File: src/design/adc_average_uart_sender_assert.svh
// ----------------------------------------------------------------------------
// ADC average UART sender assertion macros
// Concurrent check macros, compiled out when NO_ASSERTIONS is defined.
// ----------------------------------------------------------------------------
`ifndef ADC_AVERAGE_UART_SENDER_ASSERT_SVH
`define ADC_AVERAGE_UART_SENDER_ASSERT_SVH
`ifndef NO_ASSERTIONS
`define AAUS_ASSERT_SAME(lbl, clk, rst_n, ante, cons) \
    lbl: assert property (@(posedge clk) disable iff (!rst_n) (ante) |-> (cons)) \
        else $error("aaus check failed");
`define AAUS_ASSERT_NEXT(lbl, clk, rst_n, ante, cons) \
    lbl: assert property (@(posedge clk) disable iff (!rst_n) (ante) |=> (cons)) \
        else $error("aaus check failed");
`else
`define AAUS_ASSERT_SAME(lbl, clk, rst_n, ante, cons)
`define AAUS_ASSERT_NEXT(lbl, clk, rst_n, ante, cons)
`endif
`endif

File: src/design/aaus_pkg.sv
// ----------------------------------------------------------------------------
// ADC average UART sender package
// Shared constants and word types.
// ----------------------------------------------------------------------------
package aaus_pkg;

    localparam int unsigned SAMPLE_BITS  = 8;
    localparam int unsigned WINDOW_SHIFT = 5;
    localparam int unsigned SUM_BITS     = SAMPLE_BITS + WINDOW_SHIFT;
    localparam int unsigned BYTE_BITS    = 8;
    localparam int unsigned FRAME_BITS   = 2 * (BYTE_BITS + 2);
    localparam int unsigned LEFT_BITS    = $clog2(FRAME_BITS + 1);
    localparam int unsigned PERIOD_BITS  = 12;
    localparam int unsigned PERIOD_RESET = 52;
    localparam int unsigned QUEUE_DEPTH  = 4;
    localparam int unsigned QPTR_BITS    = $clog2(QUEUE_DEPTH);
    localparam int unsigned QCNT_BITS    = $clog2(QUEUE_DEPTH + 1);

    typedef enum logic {
        OP_SAMPLE = 1'b0,
        OP_TICK   = 1'b1
    } t_op;

    typedef struct packed {
        t_op                    op;
        logic [SAMPLE_BITS-1:0] sample;
    } t_item;

    typedef struct packed {
        logic tx_line;
        logic busy;
        logic overrun;
    } t_result;

endpackage

File: src/design/aaus_front.sv
// ----------------------------------------------------------------------------
// ADC average UART sender front end
// Accepts input words, decodes the command and registers them for the queue.
// ----------------------------------------------------------------------------
module aaus_front (
    input  logic                           i_clk,
    input  logic                           i_rst_n,
    input  logic                           i_in_valid,
    output logic                           o_in_stall,
    input  logic                           i_command,
    input  logic [aaus_pkg::SAMPLE_BITS-1:0] i_sample,
    output logic                           o_q_valid,
    input  logic                           i_q_ready,
    output aaus_pkg::t_item                o_q_item
);

    logic            r_valid;
    aaus_pkg::t_item r_item;
    aaus_pkg::t_item n_item;
    logic            accept;

    assign o_in_stall = r_valid && !i_q_ready;
    assign accept     = i_in_valid && !o_in_stall;

    always_comb begin
        n_item.op     = i_command ? aaus_pkg::OP_TICK : aaus_pkg::OP_SAMPLE;
        n_item.sample = i_sample;
    end

    always_ff @(posedge i_clk) begin
        if (!i_rst_n) begin
            r_valid <= 1'b0;
        end else if (accept) begin
            r_valid <= 1'b1;
        end else if (i_q_ready) begin
            r_valid <= 1'b0;
        end
    end

    always_ff @(posedge i_clk) begin
        if (accept) begin
            r_item <= n_item;
        end
    end

    assign o_q_valid = r_valid;
    assign o_q_item  = r_item;

endmodule

File: src/design/aaus_queue.sv
// ----------------------------------------------------------------------------
// ADC average UART sender item queue
// Short FIFO that decouples the front end from the sender back end.
// ----------------------------------------------------------------------------
`include "adc_average_uart_sender_assert.svh"

module aaus_queue (
    input  logic            i_clk,
    input  logic            i_rst_n,
    input  logic            i_push,
    output logic            o_ready,
    input  aaus_pkg::t_item i_item,
    output logic            o_valid,
    input  logic            i_pop,
    output aaus_pkg::t_item o_item
);

    aaus_pkg::t_item                   r_mem [aaus_pkg::QUEUE_DEPTH];
    logic [aaus_pkg::QPTR_BITS-1:0]    r_wr_ptr;
    logic [aaus_pkg::QPTR_BITS-1:0]    r_rd_ptr;
    logic [aaus_pkg::QCNT_BITS-1:0]    r_count;
    logic                              do_push;
    logic                              do_pop;

    assign o_ready = r_count != aaus_pkg::QCNT_BITS'(aaus_pkg::QUEUE_DEPTH);
    assign o_valid = r_count != '0;
    assign do_push = i_push && o_ready;
    assign do_pop  = i_pop && o_valid;
    assign o_item  = r_mem[r_rd_ptr];

    always_ff @(posedge i_clk) begin
        if (!i_rst_n) begin
            r_wr_ptr <= '0;
            r_rd_ptr <= '0;
            r_count  <= '0;
        end else begin
            if (do_push) begin
                r_wr_ptr <= r_wr_ptr + 1'b1;
            end
            if (do_pop) begin
                r_rd_ptr <= r_rd_ptr + 1'b1;
            end
            if (do_push && !do_pop) begin
                r_count <= r_count + 1'b1;
            end else if (do_pop && !do_push) begin
                r_count <= r_count - 1'b1;
            end
        end
    end

    always_ff @(posedge i_clk) begin
        if (do_push) begin
            r_mem[r_wr_ptr] <= i_item;
        end
    end

    `AAUS_ASSERT_SAME(a_count_bound, i_clk, i_rst_n, 1'b1, r_count <= aaus_pkg::QCNT_BITS'(aaus_pkg::QUEUE_DEPTH))
    `AAUS_ASSERT_NEXT(a_pop_drains, i_clk, i_rst_n, do_pop && !do_push, r_count == $past(r_count) - 1'b1)
    `AAUS_ASSERT_SAME(a_ptr_gap, i_clk, i_rst_n, r_count != '0 && r_count != aaus_pkg::QCNT_BITS'(aaus_pkg::QUEUE_DEPTH), r_wr_ptr != r_rd_ptr)

endmodule

File: src/design/aaus_back.sv
// ----------------------------------------------------------------------------
// ADC average UART sender back end
// Window averaging, 8N1 frame pair shifter and registered result word.
// ----------------------------------------------------------------------------
`include "adc_average_uart_sender_assert.svh"

module aaus_back (
    input  logic                             i_clk,
    input  logic                             i_rst_n,
    input  logic                             i_cfg_valid,
    input  logic [aaus_pkg::PERIOD_BITS-1:0] i_cfg_data,
    input  logic                             i_q_valid,
    input  aaus_pkg::t_item                  i_q_item,
    output logic                             o_q_pop,
    output logic                             o_out_valid,
    input  logic                             i_out_stall,
    output aaus_pkg::t_result                o_result
);

    logic [aaus_pkg::PERIOD_BITS-1:0]  r_bit_period;
    logic [aaus_pkg::SUM_BITS-1:0]     r_window_sum;
    logic [aaus_pkg::SUM_BITS-1:0]     n_window_sum;
    logic [aaus_pkg::WINDOW_SHIFT-1:0] r_window_count;
    logic [aaus_pkg::WINDOW_SHIFT-1:0] n_window_count;
    logic [aaus_pkg::FRAME_BITS-1:0]   r_frame_shift;
    logic [aaus_pkg::FRAME_BITS-1:0]   n_frame_shift;
    logic [aaus_pkg::LEFT_BITS-1:0]    r_bits_left;
    logic [aaus_pkg::LEFT_BITS-1:0]    n_bits_left;
    logic [aaus_pkg::PERIOD_BITS-1:0]  r_tick_count;
    logic [aaus_pkg::PERIOD_BITS-1:0]  n_tick_count;
    logic                              r_out_valid;
    aaus_pkg::t_result                 r_out;
    aaus_pkg::t_result                 n_out;
    logic                              take;
    logic [aaus_pkg::SUM_BITS-1:0]     sum_add;
    logic [aaus_pkg::BYTE_BITS-1:0]    avg;
    logic [aaus_pkg::PERIOD_BITS-1:0]  tick_inc;
    logic                              window_end;
    logic                              dropped;

    assign take    = i_q_valid && (!r_out_valid || !i_out_stall);
    assign o_q_pop = take;

    assign sum_add  = r_window_sum + aaus_pkg::SUM_BITS'(i_q_item.sample);
    assign avg      = sum_add[aaus_pkg::WINDOW_SHIFT +: aaus_pkg::BYTE_BITS];
    assign tick_inc = r_tick_count + 1'b1;
    assign window_end = &r_window_count;

    always_comb begin
        n_window_sum   = r_window_sum;
        n_window_count = r_window_count;
        n_frame_shift  = r_frame_shift;
        n_bits_left    = r_bits_left;
        n_tick_count   = r_tick_count;
        dropped        = 1'b0;
        case (i_q_item.op)
            aaus_pkg::OP_SAMPLE: begin
                n_window_sum   = sum_add;
                n_window_count = r_window_count + 1'b1;
                if (window_end) begin
                    n_window_sum = '0;
                    if (r_bits_left != '0) begin
                        dropped = 1'b1;
                    end else begin
                        n_frame_shift = {1'b1, ~avg, 1'b0, 1'b1, avg, 1'b0};
                        n_bits_left   = aaus_pkg::LEFT_BITS'(aaus_pkg::FRAME_BITS);
                        n_tick_count  = '0;
                    end
                end
            end
            aaus_pkg::OP_TICK: begin
                if (r_bits_left != '0) begin
                    n_tick_count = tick_inc;
                    if (tick_inc >= r_bit_period) begin
                        n_tick_count  = '0;
                        n_frame_shift = {1'b1, r_frame_shift[aaus_pkg::FRAME_BITS-1:1]};
                        n_bits_left   = r_bits_left - 1'b1;
                    end
                end
            end
            default: begin
                n_tick_count = r_tick_count;
            end
        endcase
        n_out.busy    = n_bits_left != '0;
        n_out.tx_line = (n_bits_left != '0) ? n_frame_shift[0] : 1'b1;
        n_out.overrun = dropped;
    end

    always_ff @(posedge i_clk) begin
        if (!i_rst_n) begin
            r_bit_period   <= aaus_pkg::PERIOD_BITS'(aaus_pkg::PERIOD_RESET);
            r_window_sum   <= '0;
            r_window_count <= '0;
            r_frame_shift  <= '1;
            r_bits_left    <= '0;
            r_tick_count   <= '0;
            r_out_valid    <= 1'b0;
        end else begin
            if (i_cfg_valid) begin
                r_bit_period <= i_cfg_data;
            end
            if (take) begin
                r_window_sum   <= n_window_sum;
                r_window_count <= n_window_count;
                r_frame_shift  <= n_frame_shift;
                r_bits_left    <= n_bits_left;
                r_tick_count   <= n_tick_count;
                r_out_valid    <= 1'b1;
            end else if (!i_out_stall) begin
                r_out_valid <= 1'b0;
            end
        end
    end

    always_ff @(posedge i_clk) begin
        if (take) begin
            r_out <= n_out;
        end
    end

    assign o_out_valid = r_out_valid;
    assign o_result    = r_out;

    `AAUS_ASSERT_SAME(a_idle_line_mark, i_clk, i_rst_n, r_bits_left == '0, &r_frame_shift)
    `AAUS_ASSERT_SAME(a_overrun_busy, i_clk, i_rst_n, r_out_valid && r_out.overrun, r_out.busy)
    `AAUS_ASSERT_NEXT(a_hold_state, i_clk, i_rst_n, !take, $stable(r_window_count) && $stable(r_bits_left))
    `AAUS_ASSERT_SAME(a_left_bound, i_clk, i_rst_n, 1'b1, r_bits_left <= aaus_pkg::LEFT_BITS'(aaus_pkg::FRAME_BITS))

endmodule

File: src/design/adc_average_uart_sender.sv
// ----------------------------------------------------------------------------
// ADC average UART sender
// Boxcar average of 32 samples sent as a byte and its complement over 8N1.
// ----------------------------------------------------------------------------
// One input word is taken every clock cycle and gives one result word while
// neither o_in_stall nor i_out_stall holds it back; the back end updates its state once per word.
// A word passes the front register, the queue and the result register before
// its result reaches the output. Ticks advance the serial bit timer, samples
// accumulate; bit_period may only be written while no word is in flight.
module adc_average_uart_sender (
    input  logic                             i_clk,
    input  logic                             i_rst_n,
    input  logic                             i_in_valid,
    output logic                             o_in_stall,
    input  logic                             i_command,
    input  logic [aaus_pkg::SAMPLE_BITS-1:0] i_sample,
    output logic                             o_out_valid,
    input  logic                             i_out_stall,
    output logic                             o_tx_line,
    output logic                             o_sender_busy,
    output logic                             o_overrun,
    input  logic                             i_cfg_valid,
    output logic                             o_cfg_ready,
    input  logic [aaus_pkg::PERIOD_BITS-1:0] i_cfg_data
);

    logic              fq_valid;
    logic              fq_ready;
    aaus_pkg::t_item   fq_item;
    logic              qb_valid;
    logic              qb_pop;
    aaus_pkg::t_item   qb_item;
    aaus_pkg::t_result result;

    assign o_cfg_ready = 1'b1;

    aaus_front u_front (
        .i_clk      (i_clk),
        .i_rst_n    (i_rst_n),
        .i_in_valid (i_in_valid),
        .o_in_stall (o_in_stall),
        .i_command  (i_command),
        .i_sample   (i_sample),
        .o_q_valid  (fq_valid),
        .i_q_ready  (fq_ready),
        .o_q_item   (fq_item)
    );

    aaus_queue u_queue (
        .i_clk   (i_clk),
        .i_rst_n (i_rst_n),
        .i_push  (fq_valid),
        .o_ready (fq_ready),
        .i_item  (fq_item),
        .o_valid (qb_valid),
        .i_pop   (qb_pop),
        .o_item  (qb_item)
    );

    aaus_back u_back (
        .i_clk       (i_clk),
        .i_rst_n     (i_rst_n),
        .i_cfg_valid (i_cfg_valid),
        .i_cfg_data  (i_cfg_data),
        .i_q_valid   (qb_valid),
        .i_q_item    (qb_item),
        .o_q_pop     (qb_pop),
        .o_out_valid (o_out_valid),
        .i_out_stall (i_out_stall),
        .o_result    (result)
    );

    assign o_tx_line     = result.tx_line;
    assign o_sender_busy = result.busy;
    assign o_overrun     = result.overrun;

endmodule

File: config.mk
export PLATFORM = sky130hd
export DESIGN_NAME = adc_average_uart_sender
export DESIGN_NICKNAME = d
export VERILOG_FILES = /design/src/design/aaus_pkg.sv /design/src/design/aaus_front.sv /design/src/design/aaus_queue.sv /design/src/design/aaus_back.sv /design/src/design/adc_average_uart_sender.sv
export VERILOG_INCLUDE_DIRS = /design/src /design/src/design
export SDC_FILE = /design/constraint.sdc
export NUM_CORES = 1
export LEC_CHECK = 0
export BUFFER_PORTS_ARGS = -buffer_cell sky130_fd_sc_hd__buf_2
export CAP_MARGIN = 10
export CORE_MARGIN = 5
export CORE_UTILIZATION = 35
export DETAILED_ROUTE_END_ITERATION = 8
export SLEW_MARGIN = 20
export SYNTH_ARGS = -nofsm -noshare
export SYNTH_HDL_FRONTEND = slang
export SYNTH_HIERARCHICAL = 1
export SYNTH_SLANG_ARGS = --single-unit
File: constraint.sdc
create_clock -name i_clk -period 4.06 [get_ports i_clk]
set_input_delay 0.812 -clock i_clk [delete_from_list [all_inputs] [get_ports i_clk]]
set_output_delay 0.812 -clock i_clk [all_outputs]
set_load 0.1 [all_outputs]
==> results list <==
- Status: complete, no violations
* Routed vias: 4,204
* Largest area contributor in the netlist: sky130_fd_sc_hd__dfxtp_1
- In the final layout, the multi-input gates occupy 0.00280 mm².
* Post-Syn Instances: 560
- Once detailed placement completed, the half-perimeter wirelength came to 8120 µm.
- Total of cells resized after clock tree synthesis: 0
- Area growth, synth to finish: 16.0%
- In this run the core area contains 47 standard-cell rows.
* Pre-Repair DR Iteration Count: 4
- In the global route stage, met1 resource usage came out at 0.148.
- Data on the critical path arrives at its endpoint at 3.94 ns.
- The share of synthesized area in the top cell type comes to 0.261.
- The number of nets in the synthesized netlist is 617.
* Final hold violation count: 0
- Seq cells post-synth: 126
- Biggest cell delay along the critical path: 0.44 ns
- Yosys instantiated no cell more often than sky130_fd_sc_hd__dfxtp_1.
- The detailed router finished its first iteration with 246 violations.
- The clock drives 126 sinks.
* Overall die width: 141 µm
- Crit Path Category: reg2reg
* Layer with the highest usage: met2
- In the global route stage, met2 resource usage came out at 0.206.
* Area of all sequential standard cells: 0.00300 mm²
- The repair_antennas step left the layout with diodes totalling 0.
- Across the VDD grid, the largest voltage drop is 388 µV.
* Startpoint kind of the worst setup timing path: flip-flop
* Die Outline Area: 0.0198 mm²
- By area the synthesized netlist is led by sky130_fd_sc_hd__dfxtp_1, sky130_fd_sc_hd__edfxtp_1, sky130_fd_sc_hd__ha_1, sky130_fd_sc_hd__mux4_2, sky130_fd_sc_hd__nand2_1.
- Worst Slack Setup Final: 0.274 ns
- Number of buffers inserted to repair setup after CTS: 0
- DRT Wirelength: 11,700 µm
- Die Y: 141 µm
- Largest fanout on the critical path: 7
- Dividing total power by cell area gives a power density of 582 mW/mm².
* Routability cong.: 0.902
- Grt met3 use: 0.0373
* Root buffer selected by CTS: sky130_fd_sc_hd__clkbuf_16
* Unrepaired setup endpoints after global routing: false
* Switching share of power: 0.320
* Number of enable-type register cells in the synthesized netlist: 48
- Of the total power, the clock network draws 0.355.
- After synthesis, the netlist uses 69 different library cells.
* Number of placed instances with taps included: 795
- Post-layout net count: 651
- Sequential share of the synthesized area: 0.502
- The share of total power dissipated in sequential elements is 0.387.
* Antenna-violating nets left: 0
- Actual slew at the worst max-slew pin: 0.714 ns
- Worst rel slew slack: 0.523
- After detailed placement, the total cell area comes to 0.00636 mm².
* Routed wirelength normalized by instance count: 14.1 µm
- After filler insertion, the fill cell instance count of the layout stands at 1,583.
* TritonCTS clock tree: built
- Setup violations remaining at the end of the flow were counted as 0.
* Initial core utilization: 0.359
- At the worst endpoint, the required time is 4.21 ns.
- Hold WC Path Type: reg2reg
- The count of final max-slew check failures was 0.
- 32 I/O pins were placed.
- After synthesis, the most frequently instantiated cells are sky130_fd_sc_hd__dfxtp_1, sky130_fd_sc_hd__nand2_1, sky130_fd_sc_hd__nor2_1, sky130_fd_sc_hd__edfxtp_1, sky130_fd_sc_hd__a21oi_1.
* Share of cells above drive strength 1: 0.166
- GRT Util Overall: 0.124
- The number of antenna violations at the first check in global routing is 0.
- Most common cell on crit path: sky130_fd_sc_hd__and3_1
- Number of clock buffers inserted by TritonCTS: 17
* Max Clk Rate: 0.264 GHz
- The critical path goes through nand3_1, nor3_2, and3_1, and3_1, xor2_1, ha_1, nand4_1, nor2_1, a211oi_4, o22ai_1, o221a_1, a211o_1, or3_1.
- Bufs on Longest Clock Path: 2
- Async SR Flop Fraction: 0
- After synthesis, the mean cell area works out to 10.7 µm².
- PortBufs: 30
- In the routed design, unresolved DRC markers number 0.
- Vias/cell: 5.08
- The first global-routing pass estimated 19,700 µm of wire.
* # Max-Cap Violations: 0
- Non-filler instance count after layout: 827
* Relative contribution of combinational cells to total power: 0.258
- Synthesis Warnings: 6
- Entering global routing, the biggest net connects 43 pins.
- Category of the worst setup path capture point: flip-flop
* Predominant post-synthesis flop cell: sky130_fd_sc_hd__dfxtp_1
- The number of hold buffers added after CTS was 0.
- OpenSTA, run right after detailed placement, puts the worst setup slack at 0.215 ns.
- Cell internal power was estimated by the tool at 2.74 mW.
- Clock Latency Late Sink: 0.42 ns
- Of the available clock period, the critical path in the final layout requires 0.933.
- Net switching power: 1.29 mW
- Summed over all cells, the static leakage comes to 2.67 nW.
* Number of global-route vias before repair: 4,151
- Among all stages on the critical path, the largest delay is contributed by sky130_fd_sc_hd__dfxtp_1.
* Cell area after synthesis: 0.00598 mm²
* Final std cell area, no fill: 0.00693 mm²
* Core Box Area: 0.0166 mm²
* Total overflow reported by the global router: 0
* Post-route clock skew: 0.00800 ns
- Clock-pin transition on the worst setup and hold timing paths: 0.05 ns
- Setup TNS: 0 ns
- H-Tree Depth: 4
- The clock period could shrink to 3.79 ns.
==> power by group through the flow <==
| stage | sequential [mW] | clock, mW | combinational (mW) |
|---|---|---|---|
| detailed placement | 1.59 | 0 | 1.04 |
| floorplan | 1.65 | 0 | 0.743 |
| global route | 1.58 | 1.53 | 1.16 |
| global placement | 1.58 | 0 | 1.02 |
| finish | 1.56 | 1.43 | 1.04 |
| CTS | 1.56 | 1.47 | 1.05 |
==> final cells by class <==
| cell class | count | share of cell area |
|---|---|---|
| clock buffers | 20 | 0.0630 |
| clock inverters | 12 | 0.0175 |
| inverters | 23 | 0.0125 |
| multi-input cells | 388 | 0.404 |
| flip-flops and latches | 126 | 0.433 |
| well taps | 220 | 0.0397 |
| repair buffers | 38 | 0.0303 |
==> critical path, delay by kind of cell, from the launching register on <==
kind	cells	cell delay [ns]
and+or+nand+nor	7	1.55
adders and majority gates	1	0.29
DFF	1	0.44
AOI/OAI and AO/OA	4	1.05
xor gates and xnor gates	1	0.18
==> metrics by stage <==
| step | utilization | hold WS [ns] | power, mW |
|---|---|---|---|
| after CTS | 0.416 | 0.459 | 4.08 |
| final | 0.416 | 0.452 | 4.03 |
| after global routing | 0.416 | 0.473 | 4.26 |
| after floorplan | - | 0.417 | 2.39 |
| after global placement | 0.382 | 0.433 | 2.60 |
| after detailed placement | 0.382 | 0.445 | 2.63 |
==> layer usage <==
layer	vias to the layer above	wire, µm
li1	2097	-
met1	1997	5150
met2	84	5700
met3	26	578
met4	0	256
met5	-	0
==> layout by cell type (no fill, tap or decap), types with 6 or more instances in the layout <==
| cell | instances |
|---|---|
| sky130_fd_sc_hd__buf_2 | 30 |
| sky130_fd_sc_hd__o22a_1 | 8 |
| sky130_fd_sc_hd__nand3_1 | 14 |
| sky130_fd_sc_hd__o21ai_0 | 24 |
| sky130_fd_sc_hd__dfxtp_1 | 77 |
| sky130_fd_sc_hd__o211ai_1 | 7 |
| sky130_fd_sc_hd__a22oi_1 | 10 |
| sky130_fd_sc_hd__edfxtp_1 | 48 |
| sky130_fd_sc_hd__and2_1 | 9 |
| sky130_fd_sc_hd__a2bb2oi_1 | 9 |
| sky130_fd_sc_hd__nand2_1 | 50 |
| sky130_fd_sc_hd__or3_1 | 6 |
| sky130_fd_sc_hd__a21oi_1 | 37 |
| sky130_fd_sc_hd__inv_1 | 22 |
| sky130_fd_sc_hd__nor2_1 | 49 |
| sky130_fd_sc_hd__xnor2_1 | 12 |
| sky130_fd_sc_hd__xor2_1 | 13 |
| sky130_fd_sc_hd__buf_4 | 8 |
| sky130_fd_sc_hd__nor2b_1 | 8 |
| sky130_fd_sc_hd__mux2i_1 | 12 |
| sky130_fd_sc_hd__ha_1 | 28 |
| sky130_fd_sc_hd__clkbuf_16 | 17 |
| sky130_fd_sc_hd__mux4_2 | 9 |
| sky130_fd_sc_hd__and3_1 | 6 |
| sky130_fd_sc_hd__nor3_1 | 9 |
==> final timing paths <==
check | slack [ns] | depth (start not counted) | start | endpoint
worst max-delay path | 0.27 | 13 | u_back/r_tick_count[2]$_SDFFE_PN0P_ | u_back/o_result[1]$_DFFE_PP_
worst min register to register | 0.45 | 1 | u_back/r_frame_shift[19]$_SDFFE_PN1P_ | u_back/r_frame_shift[19]$_SDFFE_PN1P_
worst min-delay path | 0.45 | 1 | u_back/r_frame_shift[19]$_SDFFE_PN1P_ | u_back/r_frame_shift[19]$_SDFFE_PN1P_
worst max register to register | 0.27 | 13 | u_back/r_tick_count[2]$_SDFFE_PN0P_ | u_back/o_result[1]$_DFFE_PP_
==> logic make-up after synthesis <==
family                   share of synthesized area
AND/OR/NAND/NOR                              0.147
AO/OA/AOI/OAI                                0.159
flip-flops                                   0.502
buffers and inverters                       0.0310
adder cells (fa/ha/maj)                     0.0674
XOR/XNOR                                    0.0366
multiplexers                                0.0559
other                                     0.000627
==> sequential cells by signal (all words and copies together), names as in the netlist, 3 cells and up, named ones only <==
signal / flops
u_queue/r_count: 3
u_back/r_tick_count: 12
u_back/r_window_sum: 13
u_back/r_window_count: 5
u_queue/r_mem: 36
u_back/r_frame_shift: 20
u_back/r_bit_period: 12
u_back/o_result: 3
u_front/o_q_item: 9
u_back/r_bits_left: 5
Power figures use the tool's default switching activity.
